$ cat config.mk
export PLATFORM = sky130hd
export DESIGN_NAME = ssh_cfg_regs
export DESIGN_NICKNAME = d
export VERILOG_FILES = /design/src/rtl/sequence_symbol_histogram_core_assert.svh /design/src/rtl/ssh_pkg.sv /design/src/rtl/ssh_cfg_regs.sv
export SDC_FILE = /design/constraint.sdc
export NUM_CORES = 1
export LEC_CHECK = 0
export ABC_AREA = 1
export BUFFER_PORTS_ARGS = -buffer_cell sky130_fd_sc_hd__buf_4
export CAP_MARGIN = 30
export CORE_ASPECT_RATIO = 0.9
export CORE_MARGIN = 5
export CORE_UTILIZATION = 38
export DETAILED_ROUTE_END_ITERATION = 10
export GPL_TIMING_DRIVEN = 0
export PLACE_DENSITY = 0.8
export SLEW_MARGIN = 40
export SYNTH_ARGS = -nofsm -noshare
export SYNTH_HDL_FRONTEND = slang
export SYNTH_SLANG_ARGS = --single-unit
$ cat constraint.sdc
create_clock -name clk_i -period 0.9 [get_ports clk_i]
set_clock_uncertainty 0.1 [all_clocks]
set_input_delay 0.045 -clock clk_i [delete_from_list [all_inputs] [get_ports clk_i]]
set_output_delay 0.045 -clock clk_i [all_outputs]
set_load 0.01 [all_outputs]
$ cat src/rtl/sequence_symbol_histogram_core_assert.svh
// Assertion helpers shared by the RTL. All checks sample on clk_i and are
// switched off while rst_ni is low.
`ifndef SEQUENCE_SYMBOL_HISTOGRAM_CORE_ASSERT_SVH
`define SEQUENCE_SYMBOL_HISTOGRAM_CORE_ASSERT_SVH

// Same-cycle implication.
`define SSH_ASSERT_IMP(lbl, ante, cons) \
  lbl: assert property (@(posedge clk_i) disable iff (!rst_ni) (ante) |-> (cons)) \
    else $error("ssh assertion failed");

// Next-cycle implication.
`define SSH_ASSERT_NXT(lbl, ante, cons) \
  lbl: assert property (@(posedge clk_i) disable iff (!rst_ni) (ante) |=> (cons)) \
    else $error("ssh assertion failed");

`endif

$ cat src/rtl/ssh_pkg.sv
package ssh_pkg;

  localparam int COUNT_BITS     = 32;
  localparam int NUM_BINS       = 23;
  localparam int BIN_BITS       = 5;
  localparam int OUT_COUNT_BITS = 32;

  localparam logic [BIN_BITS-1:0] DNA_LEN     = 5'd4;
  localparam logic [BIN_BITS-1:0] PROTEIN_LEN = 5'd21;
  localparam logic [BIN_BITS-1:0] BINARY_LEN  = 5'd2;

  localparam logic [7:0] DNA_LETTERS [4] = '{"A", "C", "G", "T"};
  localparam logic [7:0] PROTEIN_LETTERS [21] = '{
    "A", "C", "D", "E", "F", "G", "H", "I", "K", "L", "M",
    "N", "P", "Q", "R", "S", "T", "V", "W", "Y", "X"
  };
  localparam logic [7:0] BINARY_LETTERS [2] = '{"0", "1"};

  localparam logic [7:0] GAP_RESET     = 8'd45;
  localparam logic [7:0] MISSING_RESET = 8'd63;

  typedef enum logic [1:0] {
    FUNC_COUNT   = 2'd0,
    FUNC_END_SEQ = 2'd1,
    FUNC_REPORT  = 2'd2,
    FUNC_CLEAR   = 2'd3
  } func_e;

  typedef enum logic [1:0] {
    MODE_DNA     = 2'd0,
    MODE_PROTEIN = 2'd1,
    MODE_BINARY  = 2'd2
  } alpha_mode_e;

  typedef enum logic [1:0] {
    REG_ALPHABET_MODE  = 2'd0,
    REG_GAP_SYMBOL     = 2'd1,
    REG_MISSING_SYMBOL = 2'd2,
    REG_PER_SEQUENCE   = 2'd3
  } reg_addr_e;

  typedef struct packed {
    logic [1:0] mode;
    logic [7:0] gap_symbol;
    logic [7:0] missing_symbol;
    logic       per_sequence_output;
  } cfg_t;

  typedef struct packed {
    logic                inc;
    logic                clr;
    logic [BIN_BITS-1:0] bin;
  } bank_ctrl_t;

  typedef struct packed {
    func_e      func;
    logic [7:0] symbol;
  } in_beat_t;

  typedef struct packed {
    logic [BIN_BITS-1:0]       bin_index;
    logic [OUT_COUNT_BITS-1:0] bin_count;
    logic                      run_is_cumulative;
    logic                      last_of_run;
  } out_beat_t;

  // Letters of the selected alphabet; the reserved mode code falls back to DNA.
  function automatic logic [BIN_BITS-1:0] alpha_len(input logic [1:0] mode);
    logic [BIN_BITS-1:0] len;
    unique case (mode)
      MODE_PROTEIN: len = PROTEIN_LEN;
      MODE_BINARY:  len = BINARY_LEN;
      default:      len = DNA_LEN;
    endcase
    return len;
  endfunction

  function automatic logic [BIN_BITS-1:0] num_bins(input logic [1:0] mode);
    return alpha_len(mode) + 5'd2;
  endfunction

endpackage

$ cat src/rtl/ssh_cfg_regs.sv
module ssh_cfg_regs (
  input  logic          clk_i,
  input  logic          rst_ni,
  input  logic          psel,
  input  logic          penable,
  input  logic          pwrite,
  input  logic [3:0]    paddr,
  input  logic [31:0]   pwdata,
  output logic [31:0]   prdata,
  output logic          pready,
  output ssh_pkg::cfg_t cfg_o
);

  ssh_pkg::cfg_t      cfg_q, cfg_d;
  ssh_pkg::reg_addr_e sel;
  logic               wr_en;

  assign sel    = ssh_pkg::reg_addr_e'(paddr[3:2]);
  assign wr_en  = psel & penable & pwrite;
  assign pready = 1'b1;
  assign cfg_o  = cfg_q;

  always_comb begin
    cfg_d = cfg_q;
    if (wr_en) begin
      unique case (sel)
        ssh_pkg::REG_ALPHABET_MODE:  cfg_d.mode                = pwdata[1:0];
        ssh_pkg::REG_GAP_SYMBOL:     cfg_d.gap_symbol          = pwdata[7:0];
        ssh_pkg::REG_MISSING_SYMBOL: cfg_d.missing_symbol      = pwdata[7:0];
        ssh_pkg::REG_PER_SEQUENCE:   cfg_d.per_sequence_output = pwdata[0];
        default: ;
      endcase
    end
  end

  always_comb begin
    unique case (sel)
      ssh_pkg::REG_ALPHABET_MODE:  prdata = {30'd0, cfg_q.mode};
      ssh_pkg::REG_GAP_SYMBOL:     prdata = {24'd0, cfg_q.gap_symbol};
      ssh_pkg::REG_MISSING_SYMBOL: prdata = {24'd0, cfg_q.missing_symbol};
      ssh_pkg::REG_PER_SEQUENCE:   prdata = {31'd0, cfg_q.per_sequence_output};
      default:                     prdata = 32'd0;
    endcase
  end

  always_ff @(posedge clk_i or negedge rst_ni) begin
    if (!rst_ni) begin
      cfg_q.mode                <= ssh_pkg::MODE_DNA;
      cfg_q.gap_symbol          <= ssh_pkg::GAP_RESET;
      cfg_q.missing_symbol      <= ssh_pkg::MISSING_RESET;
      cfg_q.per_sequence_output <= 1'b0;
    end else begin
      cfg_q <= cfg_d;
    end
  end

endmodule

* Yosys cells after proc, flatten, opt, wreduce, memory -nomap -nowiden
Index checks and enable logic that the tools add are counted. W data, S select, Z words.
Storage, ports and cells: register bits 19, input port bits 41, output and inout bits 52, word-level logic and storage cells 15
Operators by class: equality and inequality tests 3, muxes and demuxes 1, bitwise logic cells 2, reduce and logical (&&, ||, !) cells 5
Operators with widths (count):
- $pmux W32 S4 | 1
- $reduce_and A2 Y1 | 4
- $eq A2 B2 Y1 const B | 2
- $and A1 B1 Y1 | 2
- $eq A2 B1 Y1 const B | 1
- $logic_not A2 Y1 | 1

* Longest topological paths before layout
word-level depth 3, depth in mapped cells 6

* Worst setup path after synthesis
Ideal clock, no wire load.
path type reg2out, start point register cfg_q (netlist bit cfg_o[9]), end point output port prdata[0], arrival 753 ps, required time 755 ps, path slack 2 ps, stages on the path, launching flop included 3, buffers on the path 0, path through dfstp_2 -> nand3_1 -> nand4_1
Between the ends: cells in the longest elaborated chain, start to end 1
RTL lines:
- start: declaration | RTL line ssh_cfg_regs.sv:14 | ssh_pkg::cfg_t cfg_q, cfg_d;
- start signal: assignment | RTL line ssh_cfg_regs.sv:53 | cfg_q <= cfg_d;
- $pmux W32 S4 | RTL line ssh_cfg_regs.sv:37 | unique case (sel)
- end: declaration | RTL line ssh_cfg_regs.sv:9 | output logic [31:0] prdata,
Every way passes these cells. The select of a mux whose other input is x is not followed.

* Final worst setup path
start point register cfg_q (netlist bit cfg_o[1]), end point output port prdata[0]
Same word-level chain as after synthesis.

==> results.txt <==
Status: finished, violations left
Violated checks: negative setup slack
Largest net degree at the start of global routing: 20
Synth top area share: 0.279
Combinational share of power: 0.467
Yosys reg bits: 19
Yosys warnings: 0
Sw power: 0.998 mW
Unrepaired setup endpoints after global routing: yes
Post-route cell area: 0.00196 mm²
P&R area growth vs syn: 77.8%
Post-Syn Area: 0.00110 mm²
Synth Instances: 150
MaxCap Viol Count: 0
CTS tree: done
Worst min path class: in -> reg
Rows: 18
Placed Area: 0.00155 mm²
Ant. Diodes: 0
Clk network pwr share: 0.137
CP Class: reg -> out
Layout cells sized above 1: 0.473
Die Y: 61.1 µm
Longest Clk Path Bufs: 2
Detailed Place HPWL: 2150 µm
Most frequent cells after synthesis: nand2_1, buf_4, dfstp_2
Grt ovf: 0
Max VDD drop: 0.00112 V
Core area: 0.00277 mm²
Num Clock Sinks: 19
Max-slew violations: 0
Cell Pwr Density: 1610 mW/mm²
Netlist cell types: 14
DR vias/cell: 4.00
Fillers: 224
Ports: 93
Async set or reset register ratio after synthesis: 1.00
Initial core utilization: 0.398
Post-synth top flop: dfstp_2
Fmax: 800 MHz
Internal power: 2.16 mW
Vias in the first global route: 968
Flop pwr share: 0.396
Die Wd: 66.8 µm
Final period utilization: 1.39
DIE AREA: 0.00408 mm²
Setup violators final: 33
Htree depth: 1
IO buf count: 41
Crit path capture type: output pin
Clock transition at path regs: 110 ps
Post-route ant nets: 0
RePlAce Congestion: 0.728
Startpoint Class: flop
Switching Share: 0.316
Max reg flops: 19
Lkg Pwr: 1.10 nW
Routed wire length: 3160 µm
Pre-Repair DR Iteration Count: 4
Crit path arrival time: 1110 ps
DRT iter0 DRCs: 22
Seq/Total Area, Yosys: 0.442
Req. time, crit path: 750 ps
Synth area leaders: nand2_1, dfstp_2, dfrtp_1
Average size of a mapped cell: 7.36 µm²
Top-count cell post-synth: nand2_1
Worst skew pair latency: 290 ps
Cell taking the most area after synthesis: nand2_1
Post-synth EDFFs: 0
Setup ws final: -351 ps
Shortest period the worst path allows: 1250 ps
Clock root cell: clkbuf_4
Cts bufs inserted: 3
Crit-path max FO: 2
Total GRT Usage: 0.146
WL/cell: 11.1 µm
Via count: 1,140
Drt drc: 0
Fin. Hold Viols: 0
Layout Nets: 287
First-pass GRT wire length: 4450 µm
Min Hold Slack: 38.0 ps
Initial antenna violation count: 0
-- timing repair --
item,CTS,global route
pin swaps,10,5
endpoints found under the setup margin,27,31
gates resized for setup,28,16
hold endpoints to repair,38,0
buffers inserted,6,12
hold buffers,9,0
-- worst max-delay path: stages (launching register included) --
cell and delay, ps:
dfstp_2 560, nand3_2 60, nand4_1 80, buf_4 120
-- metrics by stage --
step,power (mW),instances,TNS [ps],utilization,setup WS [ps]
after floorplan,1.69,173,0,-,1.72
after global placement,2.16,254,-836,0.559,-71.5
after detailed placement,2.19,254,-1140,0.559,-100
after CTS,2.90,273,-5680,0.656,-348
after global routing,3.33,285,-7670,0.708,-397
final,3.16,285,-6510,0.708,-351
-- routing by layer --
layer / routed length (µm) / up-vias / track usage / part of all wire
li1: - / 596 / - / -
met1: 1200 / 511 / 0.173 / 0.38
met2: 1780 / 31 / 0.275 / 0.56
met3: 168 / 2 / 0.0164 / 0.053
met4: 13 / 0 / 0.0522 / 0.0041
met5: 0 / - / 0 / 0
-- cells in the final DEF (no fill, tap or decap) --
cell,count
nand3_2,4
nand4_1,1
clkbuf_1,1
inv_2,4
clkbuf_4,3
buf_4,48
dfstp_2,10
nand2_2,9
o21ai_0,1
conb_1,25
inv_1,1
nor2_2,2
buf_6,36
nand3_1,1
dfrtp_1,9
nor2_1,4
nand2_1,77
dlygate4sd3_1,9
-- power groups by stage --
stage	sequential [mW]	combinational, mW	clock, mW
2_1_floorplan	1.32	0.366	0
3_3_place_gp	1.24	0.920	0
3_5_place_dp	1.25	0.937	0
4_1_cts	1.26	1.20	0.434
5_1_grt	1.28	1.59	0.460
6_report	1.25	1.48	0.432
-- layout make-up --
| type | count | area, µm² | area share |
|---|---|---|---|
| flip-flops and latches | 19 | 488 | 0.249 |
| repair buffers | 68 | 668 | 0.341 |
| inverters | 5 | 18.8 | 0.00957 |
| plain buffers | 25 | 188 | 0.0957 |
| well taps | 40 | 50.0 | 0.0255 |
| clock buffers | 4 | 26.3 | 0.0134 |
| multi-input cells | 124 | 523 | 0.267 |
-- cells by family (layout without fill, tap and decap cells) --
kind of cell	after synthesis	in the layout	share of synthesized area
AO/OA/AOI/OAI	1	1	0.00453
buffers and inverters	30	102	0.187
flip-flops	19	19	0.442
other	2	25	0.00681
AND/OR/NAND/NOR	98	98	0.359
-- worst paths after layout --
path	endpoint	cells past startpoint	slack, ps	from
hold reg to reg	cfg_o[5]	2	390	cfg_o[5]
hold / removal	cfg_o[0]	5	40	paddr[2]
max in group asynchronous	cfg_o[14]	2	380	rst_ni
setup reg to reg	cfg_o[11]	4	-110	cfg_o[11]
min in group asynchronous	cfg_o[18]	2	60	rst_ni
setup / recovery	prdata[0]	3	-350	cfg_o[1]
(Power assumes the default switching activity.)
