--- config.mk ---
export PLATFORM = sky130hd
export DESIGN_NAME = ssh_bin_match
export DESIGN_NICKNAME = d
export VERILOG_FILES = /design/src/rtl/sequence_symbol_histogram_core_assert.svh /design/src/rtl/ssh_pkg.sv /design/src/rtl/ssh_bin_match.sv
export SDC_FILE = /design/constraint.sdc
export NUM_CORES = 1
export LEC_CHECK = 0
export BUFFER_PORTS_ARGS = -buffer_cell sky130_fd_sc_hd__clkbuf_2
export CELL_PAD_IN_SITES_DETAIL_PLACEMENT = 1
export CELL_PAD_IN_SITES_GLOBAL_PLACEMENT = 1
export CORE_MARGIN = 4
export CORE_UTILIZATION = 40
export DETAILED_ROUTE_END_ITERATION = 7
export PLACE_DENSITY = 0.95
export SLEW_MARGIN = 15
export SYNTH_ARGS = -nofsm -noshare
export SYNTH_HDL_FRONTEND = slang
export SYNTH_SLANG_ARGS = --single-unit
--- constraint.sdc ---
create_clock -name vclk -period 3.55
set_input_delay 0.1775 -clock vclk [all_inputs]
set_output_delay 0.1775 -clock vclk [all_outputs]
set_load 0.02 [all_outputs]
--- src/rtl/sequence_symbol_histogram_core_assert.svh ---
// Assertion helpers shared by the RTL. All checks sample on clk_i and are
// switched off while rst_ni is low.
`ifndef SEQUENCE_SYMBOL_HISTOGRAM_CORE_ASSERT_SVH
`define SEQUENCE_SYMBOL_HISTOGRAM_CORE_ASSERT_SVH

// Same-cycle implication.
`define SSH_ASSERT_IMP(lbl, ante, cons) \
  lbl: assert property (@(posedge clk_i) disable iff (!rst_ni) (ante) |-> (cons)) \
    else $error("ssh assertion failed");

// Next-cycle implication.
`define SSH_ASSERT_NXT(lbl, ante, cons) \
  lbl: assert property (@(posedge clk_i) disable iff (!rst_ni) (ante) |=> (cons)) \
    else $error("ssh assertion failed");

`endif

--- src/rtl/ssh_pkg.sv ---
package ssh_pkg;

  localparam int COUNT_BITS     = 32;
  localparam int NUM_BINS       = 23;
  localparam int BIN_BITS       = 5;
  localparam int OUT_COUNT_BITS = 32;

  localparam logic [BIN_BITS-1:0] DNA_LEN     = 5'd4;
  localparam logic [BIN_BITS-1:0] PROTEIN_LEN = 5'd21;
  localparam logic [BIN_BITS-1:0] BINARY_LEN  = 5'd2;

  localparam logic [7:0] DNA_LETTERS [4] = '{"A", "C", "G", "T"};
  localparam logic [7:0] PROTEIN_LETTERS [21] = '{
    "A", "C", "D", "E", "F", "G", "H", "I", "K", "L", "M",
    "N", "P", "Q", "R", "S", "T", "V", "W", "Y", "X"
  };
  localparam logic [7:0] BINARY_LETTERS [2] = '{"0", "1"};

  localparam logic [7:0] GAP_RESET     = 8'd45;
  localparam logic [7:0] MISSING_RESET = 8'd63;

  typedef enum logic [1:0] {
    FUNC_COUNT   = 2'd0,
    FUNC_END_SEQ = 2'd1,
    FUNC_REPORT  = 2'd2,
    FUNC_CLEAR   = 2'd3
  } func_e;

  typedef enum logic [1:0] {
    MODE_DNA     = 2'd0,
    MODE_PROTEIN = 2'd1,
    MODE_BINARY  = 2'd2
  } alpha_mode_e;

  typedef enum logic [1:0] {
    REG_ALPHABET_MODE  = 2'd0,
    REG_GAP_SYMBOL     = 2'd1,
    REG_MISSING_SYMBOL = 2'd2,
    REG_PER_SEQUENCE   = 2'd3
  } reg_addr_e;

  typedef struct packed {
    logic [1:0] mode;
    logic [7:0] gap_symbol;
    logic [7:0] missing_symbol;
    logic       per_sequence_output;
  } cfg_t;

  typedef struct packed {
    logic                inc;
    logic                clr;
    logic [BIN_BITS-1:0] bin;
  } bank_ctrl_t;

  typedef struct packed {
    func_e      func;
    logic [7:0] symbol;
  } in_beat_t;

  typedef struct packed {
    logic [BIN_BITS-1:0]       bin_index;
    logic [OUT_COUNT_BITS-1:0] bin_count;
    logic                      run_is_cumulative;
    logic                      last_of_run;
  } out_beat_t;

  // Letters of the selected alphabet; the reserved mode code falls back to DNA.
  function automatic logic [BIN_BITS-1:0] alpha_len(input logic [1:0] mode);
    logic [BIN_BITS-1:0] len;
    unique case (mode)
      MODE_PROTEIN: len = PROTEIN_LEN;
      MODE_BINARY:  len = BINARY_LEN;
      default:      len = DNA_LEN;
    endcase
    return len;
  endfunction

  function automatic logic [BIN_BITS-1:0] num_bins(input logic [1:0] mode);
    return alpha_len(mode) + 5'd2;
  endfunction

endpackage

--- src/rtl/ssh_bin_match.sv ---
module ssh_bin_match (
  input  logic [7:0]                   symbol_i,
  input  ssh_pkg::cfg_t                cfg_i,
  output logic [ssh_pkg::BIN_BITS-1:0] bin_o
);

  logic [7:0]                   folded;
  logic [ssh_pkg::BIN_BITS-1:0] len;
  logic [ssh_pkg::BIN_BITS-1:0] bin;

  assign len = ssh_pkg::alpha_len(cfg_i.mode);

  // Walk the letters from the top down so the lowest matching bin wins.
  // The gap symbol is compared against the folded character as written.
  always_comb begin
    folded = (symbol_i >= 8'h61 && symbol_i <= 8'h7A) ? symbol_i - 8'd32 : symbol_i;
    bin = len + 5'd1;
    if (folded == cfg_i.gap_symbol) begin
      bin = len;
    end
    unique case (cfg_i.mode)
      ssh_pkg::MODE_PROTEIN: begin
        for (int i = 20; i >= 0; i--) begin
          if (ssh_pkg::PROTEIN_LETTERS[i] == folded) bin = 5'(i);
        end
      end
      ssh_pkg::MODE_BINARY: begin
        for (int i = 1; i >= 0; i--) begin
          if (ssh_pkg::BINARY_LETTERS[i] == folded) bin = 5'(i);
        end
      end
      default: begin
        for (int i = 3; i >= 0; i--) begin
          if (ssh_pkg::DNA_LETTERS[i] == folded) bin = 5'(i);
        end
      end
    endcase
  end

  assign bin_o = bin;

endmodule

# After elaboration in Yosys (flattened, before gate mapping)
# Index checks and enable logic that the tools add are counted.
# totals
register_bits,0
input_bits,27
out_inout_bits,5
wordCells,62
# op_classes
n_addsub,2
n_lt_le_gt_ge,2
eq_ne,26
muxes,31
reduce_logical,1
# op_table
operator,n
7-bit by 8-bit == test with 1-bit output (first input constant),21
5-bit two-way mux,28
5-bit case mux with 2 select lines,2
6-bit by 8-bit == test with 1-bit output (first input constant),2
8-bit == test,1
8-bit by 7-bit greater-or-equal comparator with 1-bit output (second input constant),1
8-bit by 7-bit less-or-equal comparator with 1-bit output (second input constant),1
8-bit two-way mux,1
8-bit by 6-bit subtractor with 8-bit output (second input constant),1
5-bit by 1-bit adder with 5-bit output (second input constant),1
2-bit by 1-bit == test with 1-bit output (second input constant),1
2-bit == test (second input constant),1
1-bit logical AND,1

# Depth between registers and ports, before layout
# Gate-level depths: netlist of the first run.
# depth
ltp_word,27
depth_mapped,10
mapped_depth_nobuf,9

# Worst setup path after synthesis of the first run
# OpenSTA, ideal clock, no wires.
# synth_timing
path_kind,input-to-output
startpoint,input port symbol_i[6]
endpoint,output port bin_o[2] (netlist name)
t_arrival_ns,1.914
required_time_ns,3.372
path_slack_ns,1.459
path_stages,10
cell_sequence,inv_1 -> ha_1 -> o21ai_0 -> nand3b_1 -> a21o_1 -> buf_2 -> o32ai_1 -> o32a_1 -> a221oi_1 -> o22ai_1
# synth_between
elab_chain_len,27
elab_cells_between_ends,58
# synth_lines
item,line,source
"start, declared",ssh_bin_match.sv:2,"input logic [7:0] symbol_i,"
8-bit by 7-bit greater-or-equal comparator with 1-bit output or 8-bit by 7-bit less-or-equal comparator with 1-bit output (tied branches),ssh_bin_match.sv:16,folded = (symbol_i >= 8'h61 && symbol_i <= 8'h7A) ? symbol_i - 8'd32 : symbol_i;
1-bit logical AND,ssh_bin_match.sv:16,
8-bit two-way mux *,ssh_bin_match.sv:16,
8-bit == test,ssh_bin_match.sv:18,if (folded == cfg_i.gap_symbol) begin
5-bit two-way mux,ssh_bin_match.sv:18,
5-bit two-way mux (21 in series),ssh_bin_match.sv:24,if (ssh_pkg::PROTEIN_LETTERS[i] == folded) bin = 5'(i);
5-bit case mux with 2 select lines *,ssh_bin_match.sv:21,unique case (cfg_i.mode)
"end, declared",ssh_bin_match.sv:4,output logic [ssh_pkg::BIN_BITS-1:0] bin_o
# Mark *: on every way between the ends. The rest lies on a longest branch, timed or not.

# Worst setup path after layout of the first run
# layout_timing
startpoint,input port symbol_i[5]
endpoint,output port bin_o[0] (netlist name)
# Same word-level chain as after synthesis.

==> results.cfg, run 1 <==
[run_status]
status = finished, final reports clean

[power_and_ir_drop]
p_comb_frac = 1.000
switching_share = 0.6223
powerDensity_nw_per_um2 = 127.2
p_int_mw = 0.05031
leakagePower_nw = 0.4074
pwr-share-seq = 0
vdd_drop_max_uv = 91.23
pwr-share-clk = 0
p_switching_mw = 0.08290
power.total_mw = 0.1332

[logic_synthesis]
syn_area_per_cell_sq_um = 6.515
synthesis.area_sq_um = 977.2
yosys-top-cells-count = 12 x o21ai_0, 10 x buf_2, 10 x nand2_1
seq_area_frac_synth = 0
synth.distinct_cells = 53
syn_nets = 180
synth_area_leaders = o21ai_0 6.1%, xnor2_1 5.4%, buf_2 5.1%
synth.most_common_cell = o21ai_0
postSynthCellCount = 150
synth-warning-count = 0
synth_top_area_frac = 0.06146
yosys.area.top_type = o21ai_0

[floorplanning]
die_h_um = 57.43
design.core.area_sq_um = 2276
rows = 17
start_util = 0.4294
dieArea_sq_um = 3298
pin_count = 32
die_w_um = 57.43

[routing]
vias_per_cell = 6.387
ant_nets = 0
drt_wl_total_um = 3284
drtIter0Drc = 30
post_drt_wl_per_cell_um = 17.66
remaining_drc_errors = 0
via_count = 1188
firstDrtPassIters = 4

[sta]
layout_setup_ws_ns = 0.7375
slew_headroom = 0.4938
rsz0062_at_grt = false
hold_viol = 0
timing.hold.ws_ns = 0.9262
tightest_slew_ns = 0.7498
setup_viol = 0
tns_ns = 0
period_needed_ns = 2.812
min_period_over_period = 0.7922
fmax_mhz = 355.6
maxSlewViolCount = 0

[critical_path]
critPathMaxFanout = 7
cp-endpoint = bin_o[0]
critical_path_class = in2out
cp-start-kind = input pin
required_ns = 3.37
worstSetupEndpointType = output pin
critPathArrivalTime_ns = 2.63
crit_start = symbol_i[5]

[global_routing]
grt.total_usage = 0.1947
grt_pass1_wl_um = 5395
grt_pass1_vias = 1174
grt_antenna_before_repair = 0
grt-ovfl-total = 0
grt_max_degree = 28

[finish]
area_growth_syn_to_layout_pct = 7.170
nFlopsAndLatches = 0
area.sequential_sq_um = 0
nNetsFinal = 190
post-route-util = 0.4601
finalNonFillerCells = 186
stdcell_area_sq_um = 1047
final.clkbuf_count = 0
multi_input_area_sq_um = 867.1
fill_cells = 307
drive_gt1_frac = 0.1962
diodes = 0

[placement]
dp_cells = 186
dp_slack_ns = 0.8089
hpwl_um = 2553
post_dp_cell_area_sq_um = 1047
io_buffers = 23
place_congestion = 0.9411

[cts]
cts_hold_buf = 0
postCtsSetupRepairBufs = 0
post_cts_resized = 0

[run]
drv_cap = 0

[hold_path]
min_path_type = in2out
placed cells by master, fill, tap and decap left out, types with 4 or more instances in the layout:
cell type and instances:
a31oi_1 5, nand3b_1 4, nor2_1 8, a211oi_1 4
xnor2_1 6, nand3_1 4, nor2b_1 7, inv_1 7
o21ai_0 12, nand2_1 10, a21oi_1 9, nand2b_1 5
clkbuf_2 23
final cells by class:
| cell class | instances | area share |
|---|---|---|
| multi-input cells | 127 | 0.8280 |
| well taps | 28 | 0.03345 |
| repair buffers | 23 | 0.1099 |
| inverters | 8 | 0.02867 |
layer usage:
| metal | GRT usage | wire length [um] | vias up |
|---|---|---|---|
| met1 | 0.2593 | 1474 | 567 |
| li1 | - | - | 585 |
| met5 | 0 | 0 | - |
| met2 | 0.3468 | 1636 | 32 |
| met4 | 0.02649 | 27 | 0 |
| met3 | 0.01357 | 145 | 4 |
worst min path at each step:
stage	start	endpoint	slack, ns	depth (start not counted)
2_1_floorplan	cfg_i[15]	bin_o[0]	0.73	3
3_3_place_gp	cfg_i[15]	bin_o[0]	0.91	5
3_5_place_dp	cfg_i[15]	bin_o[0]	0.93	5
4_1_cts	cfg_i[15]	bin_o[0]	0.93	5
5_1_grt	cfg_i[15]	bin_o[0]	0.98	5
6_report	cfg_i[15]	bin_o[0]	0.93	5
cell families (layout without fill, tap and decap cells):
logic type | count (synthesis) | after routing | share of synthesized area
AOI/OAI and AO/OA | 56 | 56 | 0.3957
adders and majority gates | 3 | 3 | 0.03842
muxes | 3 | 3 | 0.03073
and+or+nand+nor | 56 | 56 | 0.3419
xor gates and xnor gates | 9 | 9 | 0.08067
buffers and inverters | 23 | 31 | 0.1127
power groups by stage:
stage	clock [mW]	combinational (mW)	sequential [mW]
6_report	0	0.133	0
5_1_grt	0	0.147	0
4_1_cts	0	0.132	0
3_5_place_dp	0	0.131	0
3_3_place_gp	0	0.124	0
2_1_floorplan	0	0.0978	0
critical path, cell delays in order:
cell and delay (ns):
clkbuf_2 0.15, inv_1 0.06, ha_1 0.30, o21ai_0 0.17, nand3b_1 0.20, a21oi_1 0.45
o311ai_0 0.38, nand4_1 0.22, o2111ai_1 0.13, a211o_1 0.24, clkbuf_2 0.16
(Power assumes the default switching activity.)
==> inputs of run 2 (changes only) <==
--- a/config.mk
+++ b/config.mk
@@ -8,10 +8,11 @@
 export BUFFER_PORTS_ARGS = -buffer_cell sky130_fd_sc_hd__clkbuf_2
 export CELL_PAD_IN_SITES_DETAIL_PLACEMENT = 1
 export CELL_PAD_IN_SITES_GLOBAL_PLACEMENT = 1
+export CORE_ASPECT_RATIO = 2
 export CORE_MARGIN = 4
-export CORE_UTILIZATION = 40
+export CORE_UTILIZATION = 37
 export DETAILED_ROUTE_END_ITERATION = 7
-export PLACE_DENSITY = 0.95
+export PLACE_DENSITY = 0.9
 export SLEW_MARGIN = 15
 export SYNTH_ARGS = -nofsm -noshare
 export SYNTH_HDL_FRONTEND = slang
==> constraint.sdc (replaced) <==
create_clock -name vclk -period 2.6
set_input_delay 0.13 -clock vclk [all_inputs]
set_output_delay 0.13 -clock vclk [all_outputs]
set_load 0.02 [all_outputs]
==> run 2 against run 1 <==
Net effect: die area grew 8.5%; combinational power grew 47%; wire length grew 5.8%; via count grew 5.1%; highest routed layer unchanged; sequential cell count is the same; worst setup slack lost 0.57 ns; cell area grew 6.2%; final cell count grew 2.7%; power grew 47%; first-iteration DRC count grew 40%.
==> results.cfg, run 2 (synthesized netlist as in run 1, its figures left out) <==
[placement]
hpwl_um = 2695
io_buffers = 23
dp_cells = 191
place_congestion = 0.8607

[sta]
fmax_mhz = 411.2
min_period_over_period = 0.9354
hold_viol = 0
rsz0062_at_grt = true
maxSlewViolCount = 0
tightest_slew_ns = 0.6675
tns_ns = 0
period_needed_ns = 2.432
slew_headroom = 0.5435
setup_viol = 0

[finish]
area.sequential_sq_um = 0
area_growth_syn_to_layout_pct = 13.83
finalNonFillerCells = 191
final_common_cell = clkbuf_2
nNetsFinal = 195
final_cell_mix = 22 x clkbuf_2, 11 x o21ai_0, 10 x nand2_1
nFlopsAndLatches = 0
drive_gt1_frac = 0.2454
diodes = 0
final.clkbuf_count = 0

[global_routing]
grt_pass1_wl_um = 5692
grt.total_usage = 0.2017
grt_antenna_before_repair = 0
grt_pass1_vias = 1280
grt-ovfl-total = 0
grt_max_degree = 26

[critical_path]
critical_path_class = in2out
critPathMaxFanout = 10
worstSetupEndpointType = output pin
critPathArrivalTime_ns = 2.30
cp-start-kind = input pin
required_ns = 2.47

[power_and_ir_drop]
vdd_drop_max_uv = 88.37
powerDensity_nw_per_um2 = 175.8
leakagePower_nw = 0.4377

[routing]
via_count = 1249
post_drt_wl_per_cell_um = 18.18
vias_per_cell = 6.539
remaining_drc_errors = 0
ant_nets = 0
firstDrtPassIters = 4
drtIter0Drc = 42
drt_wl_total_um = 3473

[floorplanning]
design.core.area_sq_um = 2537
rows = 26
dieArea_sq_um = 3577
start_util = 0.3851
die_w_um = 44.34
pin_count = 32
die_h_um = 80.68

[run_status]
status = finished, final reports clean

[hold_path]
min_path_type = in2out

[run]
drv_cap = 0

[cts]
postCtsSetupRepairBufs = 0
[run 2: through the flow]
stage | instance area (sq um) | worst slack [ns] | total power [mW] | hold slack [ns] | utilization
global route | 1112 | 0.003737 | 0.2149 | 0.8962 | 0.4384
finish | 1112 | 0.1680 | 0.1956 | 0.8493 | 0.4384
floorplan | 977.2 | 0.6036 | 0.1336 | 0.6348 | -
global placement | 1085 | 0.1581 | 0.1774 | 0.8358 | 0.4275
detailed placement | 1085 | 0.0003602 | 0.1861 | 0.8553 | 0.4275
CTS | 1089 | 0.07581 | 0.1877 | 0.8596 | 0.4290
[run 2: area by class of cell]
cell class / count / area (sq um)
inverter: 8 / 30.03
timing repair buffer: 28 / 155.1
tap: 28 / 35.03
fill: 342 / 1425
multi-input combinational: 127 / 892.1
[run 2: report_power, final]
| group | total, mW | internal, mW | leakage [nW] | switching, mW |
|---|---|---|---|---|
| clock network | 0 | 0 | 0 | 0 |
| logic | 0.196 | 0.0772 | 0.438 | 0.118 |
| registers | 0 | 0 | 0 | 0 |
| total | 0.196 | 0.0772 | 0.438 | 0.118 |
[run 2: path summary, 6_finish.rpt]
check | slack (ns) | to | start | cells past startpoint
setup / recovery | 0.17 | bin_o[4] | symbol_i[5] | 11
hold / removal | 0.85 | bin_o[0] | cfg_i[15] | 5
[run 2: routing by layer]
layer	vias to the layer above	GRT usage	share of wire
met5	-	0	0
met4	0	0.1239	0.064
met3	20	0.008969	0.026
met2	39	0.3787	0.55
met1	602	0.2040	0.36
li1	588	-	-
[run 2: what timing repair did]
action | 4_1_cts | 5_1_grt
setup endpoints to repair | 1 | 5
gates resized for setup | 1 | 8
hold buffers | 0 | 0
pin swaps | 0 | 1
[run 2: worst max-delay path, cell delays in order]
cell and delay (ns):
clkbuf_2 0.18, inv_1 0.07, ha_1 0.31, o21ai_1 0.14, nand3b_1 0.15, buf_4 0.19, a21o_2 0.26, a2111oi_1 0.51
o21a_1 0.17, nor2_1 0.04, clkbuf_2 0.15
